--- config.mk ---
export PLATFORM = sky130hd
export DESIGN_NAME = izh_mul
export DESIGN_NICKNAME = d
export VERILOG_FILES = /design/src/rtl/core/izh_pkg.sv /design/src/rtl/core/izh_mul.sv
export SDC_FILE = /design/constraint.sdc
export NUM_CORES = 2
export LEC_CHECK = 0
export ABC_AREA = 1
export BUFFER_PORTS_ARGS = -buffer_cell sky130_fd_sc_hd__buf_2
export CORE_MARGIN = 8
export CORE_UTILIZATION = 40
export CTS_CLUSTER_SIZE = 30
export DETAILED_ROUTE_END_ITERATION = 8
export SKIP_CTS_REPAIR_TIMING = 1
export SLEW_MARGIN = 5
export SYNTH_ARGS = -nofsm -noshare
export SYNTH_HDL_FRONTEND = slang
export SYNTH_SLANG_ARGS = --single-unit
--- constraint.sdc ---
create_clock -name clk -period 9.5 [get_ports clk]
set_input_delay 1.9 -clock clk [delete_from_list [all_inputs] [get_ports clk]]
set_output_delay 1.9 -clock clk [all_outputs]
set_load 0.01 [all_outputs]
--- src/rtl/core/izh_pkg.sv ---
package izh_pkg;

  localparam int NEURONS  = 1024;
  localparam int SUBSTEPS = 4;

  localparam int ADDR_W = (NEURONS > 1) ? $clog2(NEURONS) : 1;
  localparam int SUB_W  = (SUBSTEPS > 1) ? $clog2(SUBSTEPS) : 1;
  localparam logic [16:0] NEURONS_LIM = 17'(NEURONS);

  // floor division by the substep count goes through the shared multiplier:
  // a power of two uses a reciprocal of one and a plain shift, anything else
  // a 31 bit reciprocal and a one-step correction
  localparam bit DIV_POW2 = ((SUBSTEPS & (SUBSTEPS - 1)) == 0);
  localparam int DIV_SHIFT = DIV_POW2 ? $clog2(SUBSTEPS) : 31;
  localparam logic signed [31:0] DIV_RECIP =
    32'(DIV_POW2 ? 64'd1 : (64'd2147483648 / 64'(SUBSTEPS)));
  localparam int Q_SHIFT = 16;

  localparam logic signed [31:0] MAX_S32 = 32'sh7fffffff;
  localparam logic signed [31:0] MIN_S32 = 32'sh80000000;

  typedef enum logic {
    OP_STEP = 1'b0,
    OP_LOAD = 1'b1
  } op_t;

  typedef enum logic [2:0] {
    REG_QUAD      = 3'd0,
    REG_LIN       = 3'd1,
    REG_CONST     = 3'd2,
    REG_RATE      = 3'd3,
    REG_SENS      = 3'd4,
    REG_RESET_POT = 3'd5,
    REG_JUMP      = 3'd6,
    REG_THRESH    = 3'd7
  } cfg_reg_t;

  typedef enum logic {
    MODE_Q16,
    MODE_DIV
  } mul_mode_t;

  typedef enum logic [3:0] {
    ST_IDLE,
    ST_READ,
    ST_LATCH,
    ST_M1,
    ST_M2,
    ST_M3,
    ST_M4,
    ST_SUB,
    ST_M5,
    ST_DIVV,
    ST_DIVU,
    ST_FIX,
    ST_UPD,
    ST_CHK,
    ST_WRITE,
    ST_OUT
  } state_t;

  typedef struct packed {
    op_t                operation;
    logic [9:0]         neuron;
    logic               disabled;
    logic signed [31:0] input_current;
    logic signed [31:0] init_potential;
    logic signed [31:0] init_recovery;
  } step_t;

  typedef struct packed {
    logic [9:0]         neuron_out;
    logic               updated;
    logic               fired;
    logic signed [31:0] potential;
    logic signed [31:0] recovery;
  } result_t;

  typedef struct packed {
    logic signed [31:0] quad_coeff;
    logic signed [31:0] lin_coeff;
    logic signed [31:0] const_term;
    logic signed [31:0] recovery_rate;
    logic signed [31:0] recovery_sens;
    logic signed [31:0] reset_potential;
    logic signed [31:0] recovery_jump;
    logic signed [31:0] spike_threshold;
  } coef_t;

  localparam coef_t COEF_RESET = '{
    quad_coeff:      32'sd2621,
    lin_coeff:       32'sd327680,
    const_term:      32'sd9175040,
    recovery_rate:   32'sd1311,
    recovery_sens:   32'sd13107,
    reset_potential: -32'sd4259840,
    recovery_jump:   32'sd524288,
    spike_threshold: 32'sd1966080
  };

  function automatic logic signed [31:0] sat32(input logic signed [39:0] x);
    logic signed [31:0] y;
    if (x > 40'(MAX_S32)) begin
      y = MAX_S32;
    end else if (x < 40'(MIN_S32)) begin
      y = MIN_S32;
    end else begin
      y = x[31:0];
    end
    return y;
  endfunction

  // correct a reciprocal quotient estimate that may be off by one
  function automatic logic signed [31:0] div_fix(input logic signed [31:0] x,
                                                 input logic signed [31:0] q0);
    logic signed [39:0] r;
    logic signed [31:0] q;
    r = 40'(x) - 40'(q0) * 40'(SUBSTEPS);
    if (r < 40'sd0) begin
      q = q0 - 32'sd1;
    end else if (r >= 40'(SUBSTEPS)) begin
      q = q0 + 32'sd1;
    end else begin
      q = q0;
    end
    return q;
  endfunction

endpackage

--- src/rtl/core/izh_mul.sv ---
module izh_mul (
  input  logic                clk,
  input  logic signed [31:0]  a,
  input  logic signed [31:0]  b,
  input  izh_pkg::mul_mode_t  mode,
  output logic signed [31:0]  res
);

  import izh_pkg::*;

  logic signed [63:0] prod;
  mul_mode_t          prod_mode;
  logic signed [63:0] shifted;
  logic               fits;

  always_ff @(posedge clk) begin
    prod      <= 64'(a) * 64'(b);
    prod_mode <= mode;
  end

  // floor toward minus infinity, then clamp to 32 bit
  always_comb begin
    case (prod_mode)
      MODE_DIV: shifted = prod >>> DIV_SHIFT;
      default:  shifted = prod >>> Q_SHIFT;
    endcase
    fits = (&shifted[63:31]) | ~(|shifted[63:31]);
    if (fits) begin
      res = shifted[31:0];
    end else if (shifted[63]) begin
      res = MIN_S32;
    end else begin
      res = MAX_S32;
    end
  end

endmodule

==> flow_metrics.py <==
metrics = {
    "yosys": {
        "synth_top_area_share_pct": 52.8,
        "mappedNetlistNets": 6660,
        "synth-edff-count": 0,
        "synth_cells": 5329,
        "mappedNetlistArea_mm2": 0.0410,
        "synth_sequential_area_ratio_pct": 3.08,
        "syn-mean-instance-area_um2": 7.69,
        "asyncSetResetFlopFracSynth_pct": 0,
        "synthDistinctLibCells": 33,
        "netlist_top_cells_area": "fa_1, inv_1, nand2_1",
        "total_of_flip_flops_plus_latches_after_synthesis": 63,
        "yosysWarningCount": 0,
        "ys_dominant_reg_cell": "dfxtp_1",
        "synth_top_area_cell": "fa_1",
    },
    "grt": {
        "first_global_vias": 34800,
        "grt_first_pass_wirelength_um": 189000,
        "grt_antenna_before_repair": 3,
        "total_congestion_overflow_after_global_routing": 0,
        "grt_max_degree": 75,
        "groute.usage.overall_pct": 21.0,
    },
    "clock_network": {
        "htree_levels": 3,
        "cts_tree": "built",
        "numCtsBuffers": 9,
        "cts_max_path_buffers": 2,
        "cts.reportedPaths.clkPinSlew_ps": 60,
        "sinks_on_the_clock_net": 63,
        "clockRootBuffer": "clkbuf_16",
    },
    "sta": {
        "worst_slew_margin_rel_pct": 38.6,
        "achievable-frequency_ghz": 0.115,
        "postLayoutSetupSlackWorst_ps": 834,
        "minimum_clock_period_ps": 8670,
        "finalHoldViolations": 0,
        "timing.final.setup_violations": 0,
        "finalSetupTns_ps": 0,
        "grt_setup_unrepaired": "no",
        "worst-slew-pin-transition_ps": 921,
        "final_period_utilization_pct": 91.2,
        "finalMaxSlewViolations": 0,
    },
    "die": {
        "die_w_um": 336,
        "ioPinCount": 98,
        "initial_core_utilization_pct": 40.3,
        "floorplan.die.height_um": 336,
        "design.die.area_mm2": 0.113,
        "placement_rows": 117,
        "coreArea_mm2": 0.102,
    },
    "routing": {
        "initialDrtViolationCount": 1668,
        "drt-vias-per-instance": 4.70,
        "vias_after_detailed_routing": 31400,
        "drc": 0,
        "route.detailed.wl_per_inst_um": 17.0,
        "ant_nets": 0,
        "drt_first_pass_iters": 5,
        "routed_wl_um": 114000,
    },
    "run_status": {
        "status": "completed",
    },
    "critical_path": {
        "worst_ep_arrival_time_ps": 8890,
        "cp.required_ps": 9730,
        "worstSetupStartpointType": "input pin",
        "critical_path_peak_fanout": 27,
        "timing_worst_setup_path_type": "input pin to register",
        "setup.worst_path.end_class": "register",
    },
    "hold_path": {
        "hold_crit_class": "input pin to register",
    },
    "final_layout": {
        "nNetsFinal": 6650,
        "layout.cells.most_common": "inv_1",
        "syn_to_final_growth_pct": 5.76,
        "share_of_cells_above_drive_strength_1_pct": 4.11,
        "layout_common_cells": "inv_1, nand2_1, fa_1",
    },
    "run": {
        "max_cap_viol_count": 0,
    },
    "placed_design": {
        "preCtsSetupSlack_ps": 458,
        "count_of_buffers_from_port_buffering": 97,
        "detailedPlacementHpwl_um": 101000,
        "routability_congestion": 0.903,
    },
}
## flip-flops by register name, summed over array words and instances, names as in the netlist
| name | flops |
|---|---|
| prod | 62 |
| prod_mode | 1 |
## metrics by stage
step,hold slack (ps),cell area [um^2],std cells,utilization [%]
final,1650,43300,6695,42.6
after global routing,1640,43300,6694,42.6
after CTS,1640,43300,6692,42.6
after detailed placement,2010,43000,6676,42.3
after global placement,2010,43000,6676,42.3
after floorplan,1930,41000,5329,-
## layout make-up
class | instances | area (um^2)
antenna | 3 | 7.51
clock buffer | 9 | 225
clock inverter | 7 | 103
fill | 10500 | 58400
inverter | 1693 | 6350
multi-input combinational | 3363 | 32500
sequential | 63 | 1260
tap | 1368 | 1710
timing repair buffer | 189 | 1180
## synth_stat cells, drive strengths merged (2+ instances only)
cell / count
inv: 1693
nand2: 1630
fa: 1082
clkbuf: 198
ha: 183
nor2: 142
nand3: 77
a21oi: 67
o21ai: 65
dfxtp: 63
xor2: 34
nand4: 19
nor3: 19
buf: 12
o21bai: 11
xnor2: 10
or2: 8
nand3b: 5
nor4: 4
a21o: 2
and3: 2
## per-layer routing
metal / routed length (um) / up-vias / global-route usage [%]
li1: - / 14600 / -
met1: 47600 / 15900 / 26.8
met2: 58100 / 775 / 38.5
met3: 4790 / 194 / 1.57
met4: 3270 / 2 / 5.52
met5: 13 / - / 0
## cell families after synthesis
| logic type | share of synthesized area [%] |
|---|---|
| simple gates | 18.1 |
| compound gates | 1.88 |
| fa+ha+maj | 58.4 |
| flops | 3.08 |
| xor+xnor | 0.940 |
| buf+inv | 17.6 |
## worst max-delay path: stages
cell	delay, ps
buf_2	580
buf_4	270
nand2_1	60
inv_1	100
fa_1	460
fa_1	520
inv_1	50
fa_1	450
fa_1	510
inv_1	50
fa_1	590
fa_1	440
fa_1	500
inv_1	50
fa_1	510
inv_1	40
ha_1	460
nand2_1	150
nor2_1	170
inv_1	80
nor3_1	370
nand2_1	140
inv_1	110
nand3_1	110
nand4_1	130
nand2_1	90
## path summary, 6_finish.rpt
check,startpoint,endpoint,slack (ps),depth (start not counted)
max,b[15],prod[47],830,26
min,mode,prod_mode,1650,1
Power is not shown: default switching activity piles up to over one toggle a cycle in this logic, so the estimate is an artifact.
