## config.mk

```make
export PLATFORM = sky130hd
export DESIGN_NAME = izh_cfg
export DESIGN_NICKNAME = d
export VERILOG_FILES = /design/src/rtl/core/izh_pkg.sv /design/src/rtl/core/izh_cfg.sv
export SDC_FILE = /design/constraint.sdc
export NUM_CORES = 1
export LEC_CHECK = 0
export BUFFER_PORTS_ARGS = -buffer_cell sky130_fd_sc_hd__buf_2
export CAP_MARGIN = 20
export CORE_ASPECT_RATIO = 0.9
export CORE_MARGIN = 3
export CORE_UTILIZATION = 55
export DETAILED_ROUTE_END_ITERATION = 10
export GPL_ROUTABILITY_DRIVEN = 0
export PLACE_DENSITY = 0.84
export SYNTH_ARGS = -nofsm -noshare
export SYNTH_HDL_FRONTEND = slang
export SYNTH_SLANG_ARGS = --single-unit
```

## constraint.sdc

```tcl
create_clock -name clk -period 4.5 [get_ports clk]
set_clock_uncertainty 0.2 [all_clocks]
set_input_delay 0.9 -clock clk [delete_from_list [all_inputs] [get_ports clk]]
set_output_delay 0.9 -clock clk [all_outputs]
set_load 0.05 [all_outputs]
```

## src/rtl/core/izh_pkg.sv

```systemverilog
package izh_pkg;

  localparam int NEURONS  = 1024;
  localparam int SUBSTEPS = 4;

  localparam int ADDR_W = (NEURONS > 1) ? $clog2(NEURONS) : 1;
  localparam int SUB_W  = (SUBSTEPS > 1) ? $clog2(SUBSTEPS) : 1;
  localparam logic [16:0] NEURONS_LIM = 17'(NEURONS);

  // floor division by the substep count goes through the shared multiplier:
  // a power of two uses a reciprocal of one and a plain shift, anything else
  // a 31 bit reciprocal and a one-step correction
  localparam bit DIV_POW2 = ((SUBSTEPS & (SUBSTEPS - 1)) == 0);
  localparam int DIV_SHIFT = DIV_POW2 ? $clog2(SUBSTEPS) : 31;
  localparam logic signed [31:0] DIV_RECIP =
    32'(DIV_POW2 ? 64'd1 : (64'd2147483648 / 64'(SUBSTEPS)));
  localparam int Q_SHIFT = 16;

  localparam logic signed [31:0] MAX_S32 = 32'sh7fffffff;
  localparam logic signed [31:0] MIN_S32 = 32'sh80000000;

  typedef enum logic {
    OP_STEP = 1'b0,
    OP_LOAD = 1'b1
  } op_t;

  typedef enum logic [2:0] {
    REG_QUAD      = 3'd0,
    REG_LIN       = 3'd1,
    REG_CONST     = 3'd2,
    REG_RATE      = 3'd3,
    REG_SENS      = 3'd4,
    REG_RESET_POT = 3'd5,
    REG_JUMP      = 3'd6,
    REG_THRESH    = 3'd7
  } cfg_reg_t;

  typedef enum logic {
    MODE_Q16,
    MODE_DIV
  } mul_mode_t;

  typedef enum logic [3:0] {
    ST_IDLE,
    ST_READ,
    ST_LATCH,
    ST_M1,
    ST_M2,
    ST_M3,
    ST_M4,
    ST_SUB,
    ST_M5,
    ST_DIVV,
    ST_DIVU,
    ST_FIX,
    ST_UPD,
    ST_CHK,
    ST_WRITE,
    ST_OUT
  } state_t;

  typedef struct packed {
    op_t                operation;
    logic [9:0]         neuron;
    logic               disabled;
    logic signed [31:0] input_current;
    logic signed [31:0] init_potential;
    logic signed [31:0] init_recovery;
  } step_t;

  typedef struct packed {
    logic [9:0]         neuron_out;
    logic               updated;
    logic               fired;
    logic signed [31:0] potential;
    logic signed [31:0] recovery;
  } result_t;

  typedef struct packed {
    logic signed [31:0] quad_coeff;
    logic signed [31:0] lin_coeff;
    logic signed [31:0] const_term;
    logic signed [31:0] recovery_rate;
    logic signed [31:0] recovery_sens;
    logic signed [31:0] reset_potential;
    logic signed [31:0] recovery_jump;
    logic signed [31:0] spike_threshold;
  } coef_t;

  localparam coef_t COEF_RESET = '{
    quad_coeff:      32'sd2621,
    lin_coeff:       32'sd327680,
    const_term:      32'sd9175040,
    recovery_rate:   32'sd1311,
    recovery_sens:   32'sd13107,
    reset_potential: -32'sd4259840,
    recovery_jump:   32'sd524288,
    spike_threshold: 32'sd1966080
  };

  function automatic logic signed [31:0] sat32(input logic signed [39:0] x);
    logic signed [31:0] y;
    if (x > 40'(MAX_S32)) begin
      y = MAX_S32;
    end else if (x < 40'(MIN_S32)) begin
      y = MIN_S32;
    end else begin
      y = x[31:0];
    end
    return y;
  endfunction

  // correct a reciprocal quotient estimate that may be off by one
  function automatic logic signed [31:0] div_fix(input logic signed [31:0] x,
                                                 input logic signed [31:0] q0);
    logic signed [39:0] r;
    logic signed [31:0] q;
    r = 40'(x) - 40'(q0) * 40'(SUBSTEPS);
    if (r < 40'sd0) begin
      q = q0 - 32'sd1;
    end else if (r >= 40'(SUBSTEPS)) begin
      q = q0 + 32'sd1;
    end else begin
      q = q0;
    end
    return q;
  endfunction

endpackage

```

## src/rtl/core/izh_cfg.sv

```systemverilog
module izh_cfg (
  input  logic               clk,
  input  logic               rst,
  input  logic               wr_en,
  input  logic [2:0]         wr_index,
  input  logic [31:0]        wr_data,
  output izh_pkg::coef_t     coef
);

  import izh_pkg::*;

  always_ff @(posedge clk) begin
    if (rst) begin
      coef <= COEF_RESET;
    end else if (wr_en) begin
      unique case (wr_index)
        REG_QUAD:      coef.quad_coeff      <= wr_data;
        REG_LIN:       coef.lin_coeff       <= wr_data;
        REG_CONST:     coef.const_term      <= wr_data;
        REG_RATE:      coef.recovery_rate   <= wr_data;
        REG_SENS:      coef.recovery_sens   <= wr_data;
        REG_RESET_POT: coef.reset_potential <= wr_data;
        REG_JUMP:      coef.recovery_jump   <= wr_data;
        REG_THRESH:    coef.spike_threshold <= wr_data;
        default: ;
      endcase
    end
  end

endmodule

```

==> results of run 1 <==
-- worst max-delay path by stage --
stage | to | slack, ps | cells after the start | start
floorplan | coef[234] | 2270 | 5 | wr_index[0]
global placement | coef[240] | 1820 | 3 | wr_index[1]
detailed placement | coef[250] | 1790 | 3 | wr_index[1]
CTS | coef[251] | 2200 | 1 | coef[251]
global route | coef[33] | 2180 | 1 | coef[33]
finish | coef[251] | 2230 | 1 | coef[251]
-- per-layer routing --
layer  vias up  track usage, %  routed length, microns
met3        47            6.80                    2080
met2       258            44.4                   12600
li1       3538               -                       -
met1      3557            33.8                   11400
met5         -               0                      13
met4         2            6.83                     632
-- Yosys cell counts (all sizes together) --
cell,instances,area [sq um]
and4b,2,20.0
buf,37,204
clkbuf,36,135
dfxtp,256,5120
mux2i,256,2560
nand2b,241,1510
nand4,1,6.26
nand4b,3,26.3
nand4bb,3,33.8
nor2,74,278
nor4b,1,8.76
nor4bb,2,20.0
or4b,1,10.0
-- power breakdown --
part / switching, mW / total, mW / internal (mW) / leakage (nW)
registers: 0.0267 / 2.34 / 2.32 / 2.07
clock network: 0.888 / 2.21 / 1.32 / 0.438
logic: 0.344 / 0.488 / 0.144 / 4.00
-- area by class of cell --
type | instances | share of cell area, %
tap | 235 | 2.36
multi-input combinational | 584 | 36.4
sequential | 256 | 41.2
clock inverter | 14 | 1.30
clock buffer | 32 | 5.83
antenna | 2 | 0.0402
timing repair buffer | 308 | 12.8
-- kinds of logic after synthesis --
| family | synth area share (%) |
|---|---|
| buffers and inverters | 3.41 |
| and+or+nand+nor | 19.2 |
| muxes | 25.8 |
| DFF | 51.6 |
-- placed cells by master, fill, tap and decap left out, types with 2 or more instances in the layout --
cell type                    Yosys  layout
sky130_fd_sc_hd__clkbuf_1       36       2
sky130_fd_sc_hd__nand4bb_4       0       2
sky130_fd_sc_hd__mux2i_1       256     256
sky130_fd_sc_hd__clkbuf_8        0       3
sky130_fd_sc_hd__buf_2          25     292
sky130_fd_sc_hd__clkinvlp_4      0       2
sky130_fd_sc_hd__nand4b_1        3       3
sky130_fd_sc_hd__clkbuf_16       0      27
sky130_fd_sc_hd__clkinv_2        0       8
sky130_fd_sc_hd__buf_4           4      14
sky130_fd_sc_hd__diode_2         0       2
sky130_fd_sc_hd__bufinv_16       0       3
sky130_fd_sc_hd__dfxtp_1       256     256
sky130_fd_sc_hd__and4b_1         2       2
sky130_fd_sc_hd__nand2b_1      241     241
sky130_fd_sc_hd__nor2_1         74      74
-- per-stage QoR --
stage               power, mW  hold WS [ps]  instance area, sq um  utilization (%)
floorplan                2.75           493                  9940                -
global placement         2.87           254                 11500             66.8
detailed placement       2.88           261                 11500             66.8
CTS                      5.07           272                 12400             71.9
global route             5.20           287                 12400             71.9
finish                   5.04           266                 12400             71.9
==> results list, run 1 <==
- The flow ran to the end, and the final reports show no timing, DRC or antenna violations.
- Number of placement rows: 45
* Post-detailed-route DRC marker count: 0
* Detailed-placement wirelength estimate: 18200 microns
- Final Hold Viols: 0
* Worst hold-check path type: reg2reg
- The register with the most flip-flops in the layout has 256 of them.
- In this run the tool buffered the top-level ports with 293 buffer cells.
- Including well taps, the total number of placed cells is 1383.
- Cell count of the worst hold path: 2
- STA classifies the critical path endpoint as an output pin.
- Worst path max stage delay: 360 ps
- Global routing consumed, over all layers together, 26.3% of the routing resources.
- Peak supply drop: 0.290 mV
* GR Overflow Total: 0
* Synth warnings: 0
* Global-route wire length before repair: 41600 microns
* Standard cell with the maximum stage delay on the critical path: sky130_fd_sc_hd__dfxtp_1
- DR WL/cell: 18.7 microns
- Crit Path Max Fanout: 2
- After the first detailed-routing iteration, the DRC count stood at 289.
- Root Buffer: sky130_fd_sc_hd__clkbuf_16
- Fill cells in the final layout number 1314.
- At the worst endpoint, the arrival time is 1170 ps.
* # clock sinks: 256
* Netlist area before placement: 9940 sq um
* Top flop regs: coef (256)
- CP bufs+invs: 1
- The final layout contains 1214 nets.
* Launching element type of the critical path: flip-flop
* Register-to-Register Setup Slack: 3610 ps
* Mean Syn Cell Area: 10.9 sq um
- Subtracting the final worst setup slack from the clock period gives 2270 ps.
- Number of distinct standard cells referenced by the synthesized netlist: 17
* Final Max Tran Viols: 0
* Power density over the cells: 405 nW/um^2
- Setup repair after global routing left no endpoint under its margin.
- H-tree depth reported by CTS: 1
- Setup violations remaining at the end of the flow were counted as 0.
- Antenna Violating Nets Remaining: 0
- Summing all multi-input logic gate instances after layout gives 4530 sq um.
* Startpoint of the worst register-to-register path: coef[18]
- Number of top-level pins: 294
- Series of cell instances along the critical path: buf_2
- Static Leak: 6.51 nW
- CTS tree: done
- The clock passes through at most 3 buffers.
- The worst hold path begins at coef[211].
* Peak clock frequency supported by timing: 441 MHz
- Setup TNS: 0 ps
* Per-cell via count in the routed design: 5.17
- Die height: 134 microns
- Top register by number of flip-flops: coef
* Worst-case headroom to the max-slew limit: 30.8%
* Cts bufs inserted: 26
- Registers take 5120 sq um.
- Die boundary width: 148 microns
- Endpoint, Worst Hold: coef[211]
* Overall via count from detail_route: 7402
* Aggregate routed wire length: 26700 microns
- Reg-to-Reg End: coef[18]
* Seq cells post-synth: 256
* Maximum number of pins on one net before global-route repair: 90
* Post-cts hold buffer count: 0
* Number of antenna violations at the first check in global routing: 3
- For the worst-skew pair, the clock arrives at the later sink with an insertion delay of 510 ps.
* Worst-case reg-to-reg path depth: 2
* Area growth from synthesis to final layout: 25.1%
* Non-filler instance count after layout: 1431
- Before CTS, the worst setup slack after placement is 1790 ps.
- Worst Slack Setup Final: 2230 ps
- For this configuration, the core starts out at a cell density of 57.5%.
- Critical path class: reg2out
* Die Footprint: 19700 sq um
- The core region is 17300 sq um.
- STA puts the critical path data required time at 3400 ps.
- The tool flagged a number of max-cap violations equal to 0.
- For the pin with the worst max-slew slack, the measured transition is 1040 ps.
- Mapped Nets: 951
* DRT Pass-1 Iters: 5
- Buffers inserted during post-CTS setup optimization: 0
- Quantity of gates resized following cts: 0
* Crit path max-delay family: flip-flops
* Sequential fraction of the synthesis area: 51.6%
- After layout, the worst path uses 50.4% of the clock period.
* Clock-pin slew on the worst setup and hold paths: 60 ps
* Number of global-route vias before repair: 7440
- Of the cells placed in the final design, the portion with a size suffix greater than 1 is 29.8%.
- Syn Inst Count: 913
(Power assumes the default switching activity.)
==> inputs of run 2 (changes only) <==
--- a/config.mk
+++ b/config.mk
@@ -9,10 +9,10 @@
 export CAP_MARGIN = 20
 export CORE_ASPECT_RATIO = 0.9
 export CORE_MARGIN = 3
-export CORE_UTILIZATION = 55
+export CORE_UTILIZATION = 52
 export DETAILED_ROUTE_END_ITERATION = 10
 export GPL_ROUTABILITY_DRIVEN = 0
-export PLACE_DENSITY = 0.84
+export PLACE_DENSITY = 0.8
 export SYNTH_ARGS = -nofsm -noshare
 export SYNTH_HDL_FRONTEND = slang
 export SYNTH_SLANG_ARGS = --single-unit
==> constraint.sdc (replaced) <==
create_clock -name clk -period 2.1 [get_ports clk]
set_clock_uncertainty 0.2 [all_clocks]
set_input_delay 0.42 -clock clk [delete_from_list [all_inputs] [get_ports clk]]
set_output_delay 0.42 -clock clk [all_outputs]
set_load 0.05 [all_outputs]
==> run 2 against run 1 <==
Global-route usage shrank 1.3 points. Count of clock-buffer cells in the layout grew 9. Routed wire length grew 1.3%. Total power grew 120%. Non-clock buffer count grew 41. Via count grew 0.69%. Cell area grew 3.7%. Sequential share of layout area shrank 1.5 points. Hold slack lost 250 ps. Register-to-register slack lost 2400 ps. Critical endpoint is now coef[123]. Largest power group unchanged.
==> results list, run 2 (synthesis results as in run 1) <==
* Clock-pin slew on the worst setup and hold paths: 60 ps
- After routing the design area is 12900 sq um.
- Maximum number of pins on one net before global-route repair: 42
* Commonest non-fill, non-tap cell in the layout: sky130_fd_sc_hd__buf_2
- Once layout is complete, the utilization of the core stands at 69.4%.
* Number of placement rows: 47
- Required time of the worst setup path: 1480 ps
- Of all nets on the critical path, the largest fanout is 2.
- Global routing used 25.0% of the available tracks.
- Series of cell instances along the critical path: buf_2
- Die Footprint: 20800 sq um
* Root Buffer: sky130_fd_sc_hd__clkbuf_16
- Global-route wire length before repair: 41000 microns
- CTS tree: done
* Top register by number of flip-flops: coef
- Power share of the combinational group: 10.1%
- Die height: 137 microns
- Worst-case headroom to the max-slew limit: 69.1%
- Summed over all nets, the switching power comes to 2.69 mW.
- For this run, global-route usage on met3 was measured as 7.38%.
- Buffers inserted during clock tree synthesis total 26.
* Worst-margin pin slew: 457 ps
- The clock passes through at most 3 buffers.
- In the final layout, the multi-input gates occupy 4530 sq um.
- Int Pwr: 8.32 mW
- Setup repair after global routing left no endpoint under its margin.
* Overall via count from detail_route: 7453
* Clock network power share: 44.3%
* Per-cell via count in the routed design: 5.03
* Post-cts hold buffer count: 16
- Status: complete, no violations
* Final Hold Viols: 0
- Peak supply drop: 0.525 mV
- In the final layout, flip-flops and latches occupy 5120 sq um.
* Met1 usage: 31.8%
- The wire-length estimate of the detail-placed layout is 19100 microns.
- Starting density of the core: 53.5%
* Standard cell with the maximum stage delay on the critical path: sky130_fd_sc_hd__dfxtp_1
- Relative to the synthesized area, the layout overhead comes to 29.7%.
- Launching element type of the critical path: flip-flop
- Post-detailed-route DRC marker count: 0
- The later pin in the worst-skew pair is clocked with a latency of 510 ps.
- CTS built an H-tree with a depth of 1.
* Core ar.: 18600 sq um
* Flip-flop count of the largest register after layout: 256
- Max capacitance violation total: 0
- Sw frac: 24.4%
* Final Max Tran Viols: 0
* Category of the worst setup path capture point: output pin
- In this run the cell area measured after placement is 11800 sq um.
- Placed instance count: 1418
- Final Critical Period: 1780 ps
- During placement, the flow inserted port buffers numbering 293.
- Net count, final: 1255
- DR WL/cell: 18.3 microns
* CP bufs+invs: 1
- The largest registers in the layout are coef (256).
* # clock sinks: 256
- The filler cells instantiated in the layout total 1436.
- Summed over all layers, the global routing overflow is 0.
- Among cell families on the critical path, the largest total delay comes from flip-flops.
- Setup violations remaining at the end of the flow were counted as 0.
* Quantity of gates resized following cts: 0
- Summing internal, switching and leakage power gives 11.0 mW.
- Aggregate routed wire length: 27000 microns
* Antenna Diode Count: 0
- Once detail routing completed, the nets flagged for antenna violations numbered 0.
- Number of antenna violations at the first check in global routing: 0
- Number of global-route vias before repair: 7541
- Data on the critical path arrives at its endpoint at 1160 ps.
- Per report_power, the sequential group accounts for 45.6% of the total.
- In the finished design, the share of the clock period the worst path needs comes to 84.8%.
- Static Leak: 6.74 nW
* Setup TNS: 0 ps
- Worst hold-check path type: in2reg
* Worst path max stage delay: 370 ps
* DRT Pass-1 Iters: 4
- GR met2 Demand/Resource: 41.8%
- For this run, the top clock speed supported by timing is 561 MHz.
- The critical path is of the reg2out type.
* Buffers inserted during post-CTS setup optimization: 0
* Die boundary width: 152 microns
- First-iteration detailed-routing DRC count: 309
* Power density over the cells: 854 nW/um^2
- The global routing stage identified its most utilized layer as met2.
- Pin placement for this block handled 294 I/O pins.
- Layout cell share with drive strength beyond 1: 30.6%
* Non-filler instance count after layout: 1481
- The top cell types in the final layout, fill and taps aside, are sky130_fd_sc_hd__buf_2, sky130_fd_sc_hd__mux2i_1, sky130_fd_sc_hd__dfxtp_1.
[run 2: changes by cell type in the layout (fill, tap and decap cells not counted), sizes merged]
cell / delta
clkbuf: +9
clkinv: -6
dlygate4sd3: +16
diode: -2
clkinvlp: -2
buf: +25
[run 2: final timing paths]
| kind | from | end | slack, ps | cells after the start |
|---|---|---|---|---|
| setup / recovery | coef[123] | coef[123] | 320 | 1 |
| hold / removal | wr_data[26] | coef[90] | 20 | 3 |
| setup reg to reg | coef[132] | coef[132] | 1210 | 2 |
| hold reg to reg | coef[168] | coef[168] | 270 | 2 |
[run 2: per-layer routing]
| layer | vias up | share of wire, % |
|---|---|---|
| met2 | 252 | 46 |
| met1 | 3539 | 43 |
| met4 | 0 | 2.5 |
| met5 | - | 0 |
| li1 | 3617 | - |
| met3 | 45 | 8.2 |
[run 2: final cells by class]
class / count / share of cell area [%]
Clock buffer: 41 / 6.27
Clock inverter: 6 / 0.815
Multi-Input combinational cell: 584 / 35.1
Sequential cell: 256 / 39.8
Tap cell: 245 / 2.38
Timing Repair Buffer: 349 / 15.7
[run 2: per-stage QoR]
| stage | worst slack [ps] | hold slack, ps |
|---|---|---|
| after floorplan | 352 | 387 |
| after global placement | 188 | 254 |
| after detailed placement | 191 | 258 |
| after CTS | 297 | 1.87 |
| after global routing | 271 | 23.3 |
| final | 318 | 15.3 |
[run 2: power by group through the flow]
stage / clock, mW / sequential [mW] / combinational [mW]
detailed placement: 0 / 5.13 / 1.09
CTS: 4.94 / 5.02 / 1.11
global placement: 0 / 5.12 / 1.08
global route: 5.14 / 5.03 / 1.17
floorplan: 0 / 5.50 / 0.392
finish: 4.87 / 5.02 / 1.11
[run 2: worst register-to-register path, delay by kind of cell, from the launching register on]
kind	cells	cell delay [ps]
flip-flops	1	320
multiplexers	1	100
AND/OR/NAND/NOR	1	150
